`src/sv/mwsf_pkg.sv`:
```
// ============================================================================
// mwsf_pkg: shared types and constants
// Fixed field widths and the step control word passed from the top level
// to the window tracker.
// ============================================================================
package mwsf_pkg;

    localparam int CFG_W        = 9;
    localparam int BEST_START_W = 16;
    localparam int BEST_SUM_W   = 24;

    typedef struct packed {
        logic accept;
        logic last;
        logic clear;
    } step_ctrl_t;

endpackage

```
`src/sv/mwsf_cell.sv`:
```
// ============================================================================
// mwsf_cell: one stage of the sample delay chain
// Holds one sample. On each accepted word it takes the new sample if it is
// the injection stage for the current window length, else its neighbor's.
// ============================================================================
module mwsf_cell #(
    parameter int SAMPLE_BITS = 16,
    parameter int IDX_W       = 8,
    parameter int CELL_INDEX  = 0
) (
    input  logic                          aclk,
    input  logic                          shift_en,
    input  logic [IDX_W-1:0]              inject_pos,
    input  logic signed [SAMPLE_BITS-1:0] sample_in,
    input  logic signed [SAMPLE_BITS-1:0] prev_in,
    output logic signed [SAMPLE_BITS-1:0] data_out
);

    logic signed [SAMPLE_BITS-1:0] data_reg;
    logic signed [SAMPLE_BITS-1:0] data_next;

    always_comb begin
        if (inject_pos == IDX_W'(CELL_INDEX)) begin
            data_next = sample_in;
        end else begin
            data_next = prev_in;
        end
    end

    always_ff @(posedge aclk) begin
        if (shift_en) begin
            data_reg <= data_next;
        end
    end

    assign data_out = data_reg;

endmodule

```
`src/sv/mwsf_track.sv`:
```
// ============================================================================
// mwsf_track: running window sum and best window tracker
// Keeps the item count, running sum, best sum and best start index, and
// forms the result fields for the current word.
// ============================================================================
module mwsf_track #(
    parameter int SAMPLE_BITS = 16,
    parameter int SUM_W       = 25,
    parameter int CNT_W       = 16,
    parameter int LEN_W       = 9,
    parameter int MAX_ITEMS   = 65536
) (
    input  logic                                  aclk,
    input  logic                                  aresetn,
    input  mwsf_pkg::step_ctrl_t                  ctrl,
    input  logic signed [SAMPLE_BITS-1:0]         sample,
    input  logic signed [SAMPLE_BITS-1:0]         old_sample,
    input  logic [LEN_W-1:0]                      win_len,
    output logic [mwsf_pkg::BEST_START_W-1:0]     res_start,
    output logic signed [mwsf_pkg::BEST_SUM_W-1:0] res_sum,
    output logic                                  res_too_short
);

    localparam int CMP_W     = ((CNT_W > LEN_W) ? CNT_W : LEN_W) + 1;
    localparam int IDX_EXT_W = (CNT_W > mwsf_pkg::BEST_START_W) ? CNT_W
                                                                : mwsf_pkg::BEST_START_W;
    localparam int SUM_EXT_W = (SUM_W > mwsf_pkg::BEST_SUM_W) ? SUM_W
                                                              : mwsf_pkg::BEST_SUM_W;

    logic [CNT_W-1:0]        count_reg, count_next;
    logic signed [SUM_W-1:0] sum_reg, sum_next;
    logic signed [SUM_W-1:0] best_reg, best_next;
    logic [CNT_W-1:0]        idx_reg, idx_next;

    logic [CMP_W-1:0]            i_w, len_w;
    logic                        full, fill_done;
    logic signed [SUM_W-1:0]     x_ext, old_ext;
    logic [IDX_EXT_W-1:0]        idx_ext;
    logic signed [SUM_EXT_W-1:0] sum_ext;

    always_comb begin
        i_w       = CMP_W'(count_reg);
        len_w     = CMP_W'(win_len);
        full      = (i_w >= len_w);
        fill_done = ((i_w + CMP_W'(1)) == len_w);
        x_ext     = SUM_W'(sample);
        old_ext   = SUM_W'(old_sample);

        if (full) begin
            sum_next = sum_reg + x_ext - old_ext;
        end else begin
            sum_next = sum_reg + x_ext;
        end

        best_next = best_reg;
        idx_next  = idx_reg;
        if (!full) begin
            if (fill_done) begin
                best_next = sum_next;
                idx_next  = '0;
            end
        end else if (sum_next >= best_reg) begin
            best_next = sum_next;
            idx_next  = CNT_W'(i_w - len_w + CMP_W'(1));
        end

        if (count_reg < CNT_W'(MAX_ITEMS - 1)) begin
            count_next = count_reg + CNT_W'(1);
        end else begin
            count_next = count_reg;
        end
    end

    always_comb begin
        res_too_short = ((i_w + CMP_W'(1)) < len_w);
        idx_ext       = IDX_EXT_W'(idx_next);
        sum_ext       = SUM_EXT_W'(best_next);
        if (res_too_short) begin
            res_start = '0;
            res_sum   = '0;
        end else begin
            res_start = idx_ext[mwsf_pkg::BEST_START_W-1:0];
            res_sum   = sum_ext[mwsf_pkg::BEST_SUM_W-1:0];
        end
    end

    always_ff @(posedge aclk) begin
        if (!aresetn || ctrl.clear || (ctrl.accept && ctrl.last)) begin
            count_reg <= '0;
            sum_reg   <= '0;
            best_reg  <= '0;
            idx_reg   <= '0;
        end else if (ctrl.accept) begin
            count_reg <= count_next;
            sum_reg   <= sum_next;
            best_reg  <= best_next;
            idx_reg   <= idx_next;
        end
    end

endmodule

```
`src/sv/max_window_sum_finder_unit.sv`:
```
// ============================================================================
// max_window_sum_finder_unit: maximum-sum fixed-length sliding window
// Output: the result word is registered when the marked last sample is
//   accepted.
// Throughput: one sample per cycle while no unaccepted result holds s_ready
//   low, set by the add, subtract and compare in the window tracker; the delay chain shifts every accepted word.
// Reset: synchronous, active low; clears the tracker and the output valid.
//   The delay chain needs no clearing pass.
// ============================================================================
module max_window_sum_finder_unit #(
    parameter int WINDOW_MAX  = 256,
    parameter int MAX_ITEMS   = 65536,
    parameter int SAMPLE_BITS = 16
) (
    input  logic                                   aclk,
    input  logic                                   aresetn,

    input  logic                                   cfg_wr_en,
    input  logic [mwsf_pkg::CFG_W-1:0]             cfg_wr_data,

    input  logic                                   s_valid,
    output logic                                   s_ready,
    input  logic signed [SAMPLE_BITS-1:0]          s_sample,
    input  logic                                   s_last_sample,

    output logic                                   m_valid,
    input  logic                                   m_ready,
    output logic [mwsf_pkg::BEST_START_W-1:0]      m_best_start,
    output logic signed [mwsf_pkg::BEST_SUM_W-1:0] m_best_sum,
    output logic                                   m_too_short
);

    localparam int LEN_W  = $clog2(WINDOW_MAX + 1);
    localparam int IDX_W  = (WINDOW_MAX > 1) ? $clog2(WINDOW_MAX) : 1;
    localparam int SUM_W  = SAMPLE_BITS + $clog2(WINDOW_MAX) + 1;
    localparam int CNT_W  = $clog2(MAX_ITEMS);
    localparam int LEN_CW = (LEN_W > mwsf_pkg::CFG_W) ? LEN_W : mwsf_pkg::CFG_W;

    logic [LEN_W-1:0]  len_reg, len_next;
    logic [IDX_W-1:0]  inject_reg, inject_next;
    logic [LEN_CW-1:0] cfg_ext, eff_len;

    logic                                   accept;
    mwsf_pkg::step_ctrl_t                   ctrl;
    logic signed [SAMPLE_BITS-1:0]          chain_q [WINDOW_MAX];
    logic [mwsf_pkg::BEST_START_W-1:0]      res_start;
    logic signed [mwsf_pkg::BEST_SUM_W-1:0] res_sum;
    logic                                   res_too_short;

    logic                                   m_valid_reg;
    logic [mwsf_pkg::BEST_START_W-1:0]      start_reg;
    logic signed [mwsf_pkg::BEST_SUM_W-1:0] sum_reg;
    logic                                   short_reg;

    // clamp window length into 1..WINDOW_MAX
    always_comb begin
        cfg_ext = LEN_CW'(cfg_wr_data);
        if (cfg_ext == '0) begin
            eff_len = LEN_CW'(1);
        end else if (cfg_ext > LEN_CW'(WINDOW_MAX)) begin
            eff_len = LEN_CW'(WINDOW_MAX);
        end else begin
            eff_len = cfg_ext;
        end
        len_next    = LEN_W'(eff_len);
        inject_next = IDX_W'(LEN_CW'(WINDOW_MAX) - eff_len);
    end

    always_ff @(posedge aclk) begin
        if (!aresetn) begin
            len_reg    <= LEN_W'(1);
            inject_reg <= IDX_W'(WINDOW_MAX - 1);
        end else if (cfg_wr_en) begin
            len_reg    <= len_next;
            inject_reg <= inject_next;
        end
    end

    assign s_ready = !m_valid_reg || m_ready;
    assign accept  = s_valid && s_ready;
    assign ctrl    = {accept, s_last_sample, cfg_wr_en};

    genvar k;
    generate
        for (k = 0; k < WINDOW_MAX; k++) begin : g_cell
            if (k == 0) begin : g_head
                mwsf_cell #(
                    .SAMPLE_BITS (SAMPLE_BITS),
                    .IDX_W       (IDX_W),
                    .CELL_INDEX  (k)
                ) u_cell (
                    .aclk       (aclk),
                    .shift_en   (accept),
                    .inject_pos (inject_reg),
                    .sample_in  (s_sample),
                    .prev_in    (s_sample),
                    .data_out   (chain_q[k])
                );
            end else begin : g_body
                mwsf_cell #(
                    .SAMPLE_BITS (SAMPLE_BITS),
                    .IDX_W       (IDX_W),
                    .CELL_INDEX  (k)
                ) u_cell (
                    .aclk       (aclk),
                    .shift_en   (accept),
                    .inject_pos (inject_reg),
                    .sample_in  (s_sample),
                    .prev_in    (chain_q[k-1]),
                    .data_out   (chain_q[k])
                );
            end
        end
    endgenerate

    mwsf_track #(
        .SAMPLE_BITS (SAMPLE_BITS),
        .SUM_W       (SUM_W),
        .CNT_W       (CNT_W),
        .LEN_W       (LEN_W),
        .MAX_ITEMS   (MAX_ITEMS)
    ) u_track (
        .aclk          (aclk),
        .aresetn       (aresetn),
        .ctrl          (ctrl),
        .sample        (s_sample),
        .old_sample    (chain_q[WINDOW_MAX-1]),
        .win_len       (len_reg),
        .res_start     (res_start),
        .res_sum       (res_sum),
        .res_too_short (res_too_short)
    );

    // hold result until taken
    always_ff @(posedge aclk) begin
        if (!aresetn) begin
            m_valid_reg <= 1'b0;
        end else if (accept && s_last_sample) begin
            m_valid_reg <= 1'b1;
        end else if (m_ready) begin
            m_valid_reg <= 1'b0;
        end
    end

    always_ff @(posedge aclk) begin
        if (accept && s_last_sample) begin
            start_reg <= res_start;
            sum_reg   <= res_sum;
            short_reg <= res_too_short;
        end
    end

    assign m_valid      = m_valid_reg;
    assign m_best_start = start_reg;
    assign m_best_sum   = sum_reg;
    assign m_too_short  = short_reg;

`ifndef NO_ASSERTIONS
    a_last_gives_result: assert property (@(posedge aclk) disable iff (!aresetn)
        (s_valid && s_ready && s_last_sample) |=> m_valid)
        else $error("last sample accepted without a result");

    a_result_has_cause: assert property (@(posedge aclk) disable iff (!aresetn)
        $rose(m_valid) |-> $past(s_valid && s_ready && s_last_sample))
        else $error("result raised without a last sample");

    a_short_zero_fields: assert property (@(posedge aclk) disable iff (!aresetn)
        (m_valid && m_too_short) |-> (m_best_start == '0 && m_best_sum == '0))
        else $error("too_short result with nonzero fields");
`endif

endmodule
```
`config.mk`:
```
export PLATFORM = sky130hd
export DESIGN_NAME = max_window_sum_finder_unit
export DESIGN_NICKNAME = d
export VERILOG_FILES = /design/src/sv/mwsf_pkg.sv /design/src/sv/mwsf_cell.sv /design/src/sv/mwsf_track.sv /design/src/sv/max_window_sum_finder_unit.sv
export SDC_FILE = /design/constraint.sdc
export NUM_CORES = 2
export LEC_CHECK = 0
export ABC_CLOCK_PERIOD_IN_PS = 165500
export BUFFER_PORTS_ARGS = -buffer_cell sky130_fd_sc_hd__buf_2
export CORE_MARGIN = 2
export CORE_UTILIZATION = 30
export DETAILED_ROUTE_END_ITERATION = 8
export GPL_ROUTABILITY_DRIVEN = 1
export PLACE_DENSITY = 0.56
export SLEW_MARGIN = 20
export SYNTH_ARGS = -nofsm -noshare
export SYNTH_HDL_FRONTEND = slang
export SYNTH_SLANG_ARGS = --single-unit
```
`constraint.sdc`:
```
create_clock -name aclk -period 165.5 [get_ports aclk]
set_input_delay 8.275 -clock aclk [delete_from_list [all_inputs] [get_ports aclk]]
set_output_delay 8.275 -clock aclk [all_outputs]
set_load 0.01 [all_outputs]
```
# --- Word-level counts from Yosys, hierarchy flattened ---
# Index checks and enable logic that the tools add are counted.
word_totals:
  regBits: 4237
  input_bits: 31
  output_inout_bits: 43
  wordCells: 814
op_classes:
  add_sub_neg: 7
  n_lt_le_gt_ge: 5
  n_eq_ne: 257
  mux: 266
  n_reduce_logical: 12
ops:
  columns: ["operator", "n"]
  rows:
  - ["$mux 16", 258]
  - ["$eq 8x8->1 const B", 128]
  - ["$eq 8x7->1 const B", 64]
  - ["$eq 8x6->1 const B", 32]
  - ["$eq 8x5->1 const B", 16]
  - ["$mux 25", 4]
  - ["$eq 8x4->1 const B", 8]
  - ["$add 16x1->16 const B", 2]
  - ["$eq 8x3->1 const B", 4]
  - ["$add 25x16->25", 1]
  - ["$ge 25x25->1", 1]
  - ["$sub 25x16->25", 1]
  - ["$mux 9", 2]
  - ["$add 16x1->17 const B", 1]
  - ["$eq 17x9->1", 1]
  - ["$lt 17x9->1", 1]
  - ["$eq 8x2->1 const B", 2]
  - ["$ge 16x9->1", 1]
  - ["$lt 16x16->1 const B", 1]
  - ["$sub 16x9->16", 1]
  - ["$gt 9x9->1 const B", 1]
  - ["$logic_not 9->1", 1]
  - ["$eq 8x1->1 const B", 1]
  - ["$sub 1x8->8 const A", 1]
  - ["other kinds (8)", 14]

# --- Logic depth before layout (Yosys ltp) ---
logic_depth:
  ltp_word: 6
  ltp_mapped: 36

# --- Modules after synthesis ---
# Synthesis repeated with hierarchy kept, for this count alone.
hier_totals:
  hier_cells: 10470
  area_unflattened_um2: 204314.7
by_module_without_submodules:
  columns: ["mod", "instances", "cells_per_inst", "area_per_inst_um2", "seq_area_each_um2"]
  rows:
  - ["mwsf_cell (g_cell[100].g_body.u_cell ...)", 32, 36, 757.0, 480.5]
  - ["mwsf_cell (g_cell[101].g_body.u_cell ...)", 24, 36, 754.5, 480.5]
  - ["mwsf_cell (g_cell[108].g_body.u_cell ...)", 24, 36, 747.0, 480.5]
  - ["mwsf_cell (g_cell[103].g_body.u_cell ...)", 16, 36, 789.5, 480.5]
  - ["mwsf_cell (g_cell[119].g_body.u_cell ...)", 16, 36, 785.8, 480.5]
  - ["mwsf_cell (g_cell[117].g_body.u_cell ...)", 16, 36, 780.7, 480.5]
  - ["mwsf_cell (g_cell[129].g_body.u_cell ...)", 16, 36, 768.2, 480.5]
  - ["mwsf_cell (g_cell[135].g_body.u_cell ...)", 16, 36, 764.5, 480.5]
  - ["mwsf_cell (g_cell[131].g_body.u_cell ...)", 16, 36, 758.2, 480.5]
  - ["mwsf_cell (g_cell[113].g_body.u_cell ...)", 16, 36, 730.7, 480.5]
  - ["mwsf_cell (g_cell[115].g_body.u_cell ...)", 16, 36, 720.7, 480.5]
  - ["mwsf_track", 1, 1123, 8555.7, 1641.6]
  - ["mwsf_cell (g_cell[127].g_body.u_cell ...)", 8, 36, 765.7, 480.5]
  - ["mwsf_cell (g_cell[112].g_body.u_cell ...)", 8, 36, 749.5, 480.5]
  - ["11 more rows", null, null, null, null]

# --- Worst setup path before layout ---
# No wires, ideal clock.
synth_path:
  path_type: "input-to-reg"
  start: "input m_ready"
  end: "register u_track.idx_reg[8]"
  arrival_time_ns: 120.775
  required_time_ns: 160.517
  slack_ns: 39.742
  cell_stages: 6
  n_path_buf: 2
  cell_sequence: "nand2b_1 > nand2_1 > clkinv_1 > clkbuf_1 > clkbuf_1 > a211oi_1"
synth_via:
  elab_chain_cells: 4
synth_rtl:
  columns: ["element", "line", "rtl"]
  rows:
  - ["start: declaration", "max_window_sum_finder_unit.sv:27", "input logic m_ready,"]
  - ["$logic_or 1x1->1 (*)", "max_window_sum_finder_unit.sv:79", "assign s_ready = !m_valid_reg || m_ready;"]
  - ["$logic_and 1x1->1 (*)", "max_window_sum_finder_unit.sv:80", "assign accept = s_valid && s_ready;"]
  - ["via accept", "max_window_sum_finder_unit.sv:43", "logic accept;"]
  - ["$logic_and 1x1->1", "mwsf_track.sv:88", "if (!aresetn || ctrl.clear || (ctrl.accept && ctrl.last)) begin"]
  - ["$logic_or 1x1->1", "mwsf_track.sv:88", null]
  - ["end signal: assignment", "mwsf_track.sv:97", "idx_reg <= idx_next;"]
  - ["end: declaration", "mwsf_track.sv:33", "logic [CNT_W-1:0] idx_reg, idx_next;"]
# Mark *: on every way through the listed nets, which the timed path passes. The rest lies on a longest branch.
# A chain may end at the register's enable or synchronous reset.

# --- Final worst setup path ---
layout_path:
  start: "input m_ready"
  end: "output s_ready"
layout_via:
  elab_chain_cells: 1
layout_rtl:
  columns: ["element", "line", "rtl"]
  rows:
  - ["$logic_or 1x1->1", "max_window_sum_finder_unit.sv:79", null]
  - ["end: declaration", "max_window_sum_finder_unit.sv:22", "output logic s_ready,"]
# Every way passes these cells.

==> results.toml <==
[global_route]
antenna_found_initial = 30
grtUsageTotal_pct = 12.5
grt_pass1_vias = 92800
grt_max_degree = 191
grt_overflow_total = 0
grt_pass1_wl_microns = 604000

[outcome]
status = "finished clean"

[cts]
insertion_delay_ps = 990
cts_hold_buf = 0
cts_tree = "built"
cts_sinks = 4236
cts_buffers = 450
clock_path_buffers = 4
clkSlewWorstSetupHoldPaths_ps = 60
h-tree-depth = 5
ctsResizeCount = 0
cts_root_buf = "clkbuf_16"
post_cts_buffers = 0

[sta]
setup_tns_ps = 0
clock_skew_ps = 56.8
rsz0062_at_grt = "no"
final_max_slew_viol_count = 0
worstMarginPinSlew_ps = 1210
post-route-min-period_ps = 16950
setup_viol = 0
slew_headroom_pct = 19.1
period_share_pct = 10.2
clock.fmax_mhz = 59.0
finalHoldViolCount = 0

[routing]
routed_wirelength_microns = 398000
drt-met1-wl_microns = 186000
wl_met2_microns = 178000
first_pass_iters = 7
avgRoutedWirePerCell_microns = 20.9
ant_nets = 0
vias_per_cell = 4.76
wl_met3_microns = 23000
top_layer = "met5"
dr.first_iter.drc_count = 8402
drc = 0
vias = 90900

[job]
cap_viol_max_count = 0

[power]
power_density_nw_per_um2 = 11.8
ir_drop_mv = 0.00944
finalPower_w = 0.00245
leakagePower_nw = 69.9

[synth]
synth_edf_count = 4137
avgSynthCellArea_sq_um = 17.1
synth_area_sq_um = 183000
synth_seq_area_share_pct = 69.0
async_flop_share_pct = 0
syn_nets = 10800
synthFlopType = "edfxtp_1"
synth_cell_types = 69
yosys_warnings = 0
ys_ff_latch = 4236
syn_inst = 10700

[min_path]
hold_class = "reg2reg"

[layout]
final_nets = 10800
syn_to_final_growth_pct = 13.1
fillers = 57800
drive_gt1_share_pct = 44.0
largest_reg_flops = 4080

[floorplan]
coreArea_sq_um = 607000
start_util_pct = 30.1
rows = 286
io_pins = 74
die_h_microns = 785
die_w_microns = 785
dieArea_sq_um = 616000

[critical_path]
critical_path_required_ps = 157230
critPathLaunchType = "primary input"
crit_path_end_kind = "output pin"
arrival_ps = 8670
cp_max_fo = 3
path_class = "in2out"

[place]
gp_congestion = 0.751
io_buffers = 73
place.detailed.hpwl_microns = 214000
## metal layers
layer  vias to the layer above  global-route usage (%)
met5                         -                       0
met4                         6                    3.45
met3                       559                    1.93
met2                      2043                    19.4
met1                     47100                    18.1
li1                      41200                       -
## per-stage QoR
step	cells	hold slack (ps)	instance area [sq um]	util, %	setup WS (ps)
finish	19100	456	207000	34.1	148550
CTS	19100	456	207000	34.1	148550
detailed placement	18200	448	192000	31.7	148550
global placement	18200	456	192000	31.7	148550
global route	19100	489	207000	34.1	148520
floorplan	10700	436	183000	-	39740
## kinds of logic (layout without fill, tap and decap cells)
family / after synthesis / in the layout / synth area share [%]
buffers and inverters: 916 / 1214 / 1.91
muxes: 3895 / 3895 / 24.0
other: 0 / 24 / 0
AOI/OAI and AO/OA: 556 / 556 / 1.83
xor gates and xnor gates: 76 / 76 / 0.364
and+or+nand+nor: 884 / 884 / 2.05
adders and majority gates: 127 / 127 / 0.893
DFF: 4236 / 4236 / 69.0
## layout make-up
cell class                 count  area [sq um]  area share, %
sequential                  4236        126000           61.0
multi-input combinational   5538         53500           25.9
clock buffer                 568         11800           5.72
tap                         8064         10100           4.88
clock inverter               271          2640           1.28
timing repair buffer         260          2100           1.02
inverter                     115           447          0.216
antenna                       24          60.1         0.0290
## synth_stat cells, types with 11 or more instances
cell type | number | area, sq um
edfxtp_1 | 4137 | 124000
mux2_2 | 3877 | 43700
clkbuf_1 | 760 | 2850
nand2_1 | 513 | 1930
o21ai_0 | 270 | 1350
nor2_1 | 192 | 721
ha_1 | 121 | 1510
inv_1 | 114 | 428
a21oi_1 | 99 | 495
dfxtp_1 | 99 | 1980
xnor2_1 | 54 | 473
a211oi_1 | 49 | 368
nor3_1 | 42 | 210
a21o_1 | 34 | 255
buf_2 | 25 | 125
nand2b_1 | 22 | 138
xor2_1 | 22 | 193
a22oi_1 | 19 | 143
mux2i_1 | 18 | 180
nand4_1 | 18 | 113
nor4_1 | 16 | 100
nor2b_1 | 14 | 87.6
nand3_1 | 13 | 65.1
a211oi_2 | 12 | 150
a31oi_1 | 12 | 75.1
and3_1 | 12 | 75.1
o21a_1 | 12 | 90.1
buf_1 | 11 | 41.3
## worst max-delay path, stage by stage
cell	delay (ps)
buf_2	90
nand2b_1	160
buf_2	150
## power by group
| group | internal, W | leakage, nW | switching [W] | total [W] |
|---|---|---|---|---|
| registers | 0.00126 | 41.1 | 0.0000187 | 0.00128 |
| logic | 0.0000648 | 21.8 | 0.000101 | 0.000165 |
| clock network | 0.000572 | 7.04 | 0.000427 | 0.000999 |
## placed cells by master, fill, tap and decap left out, types with 14 or more instances in the layout
cell	instances
edfxtp_1	4137
mux2_2	3877
nand2_1	513
clkbuf_16	454
o21ai_0	269
nor2_1	184
buf_4	172
ha_1	121
inv_1	113
clkinv_1	109
clkbuf_1	109
a21oi_1	99
dfxtp_1	99
clkinv_2	73
buf_2	57
xnor2_1	54
a211oi_1	48
bufinv_16	42
a21o_1	34
diode_2	24
nand2b_1	22
xor2_1	22
nor3_1	22
a22oi_1	19
nand4_1	18
mux2i_1	18
nor3_2	18
buf_8	15
nor2b_1	14
buf_12	14
## final timing paths
kind	from	end	slack [ps]	depth (start not counted)
worst max-delay path	m_ready	s_ready	148550	3
worst max register to register	m_valid$_SDFFE_PN0P_	g_cell[6].g_body.u_cell.data_out[13]$_DFFE_PP_	157170	12
worst min-delay path	u_track.best_reg[24]$_SDFFE_PP0P_	u_track.best_reg[24]$_SDFFE_PP0P_	460	2
worst min register to register	u_track.best_reg[24]$_SDFFE_PP0P_	u_track.best_reg[24]$_SDFFE_PP0P_	460	2
(Power assumes the default switching activity.)
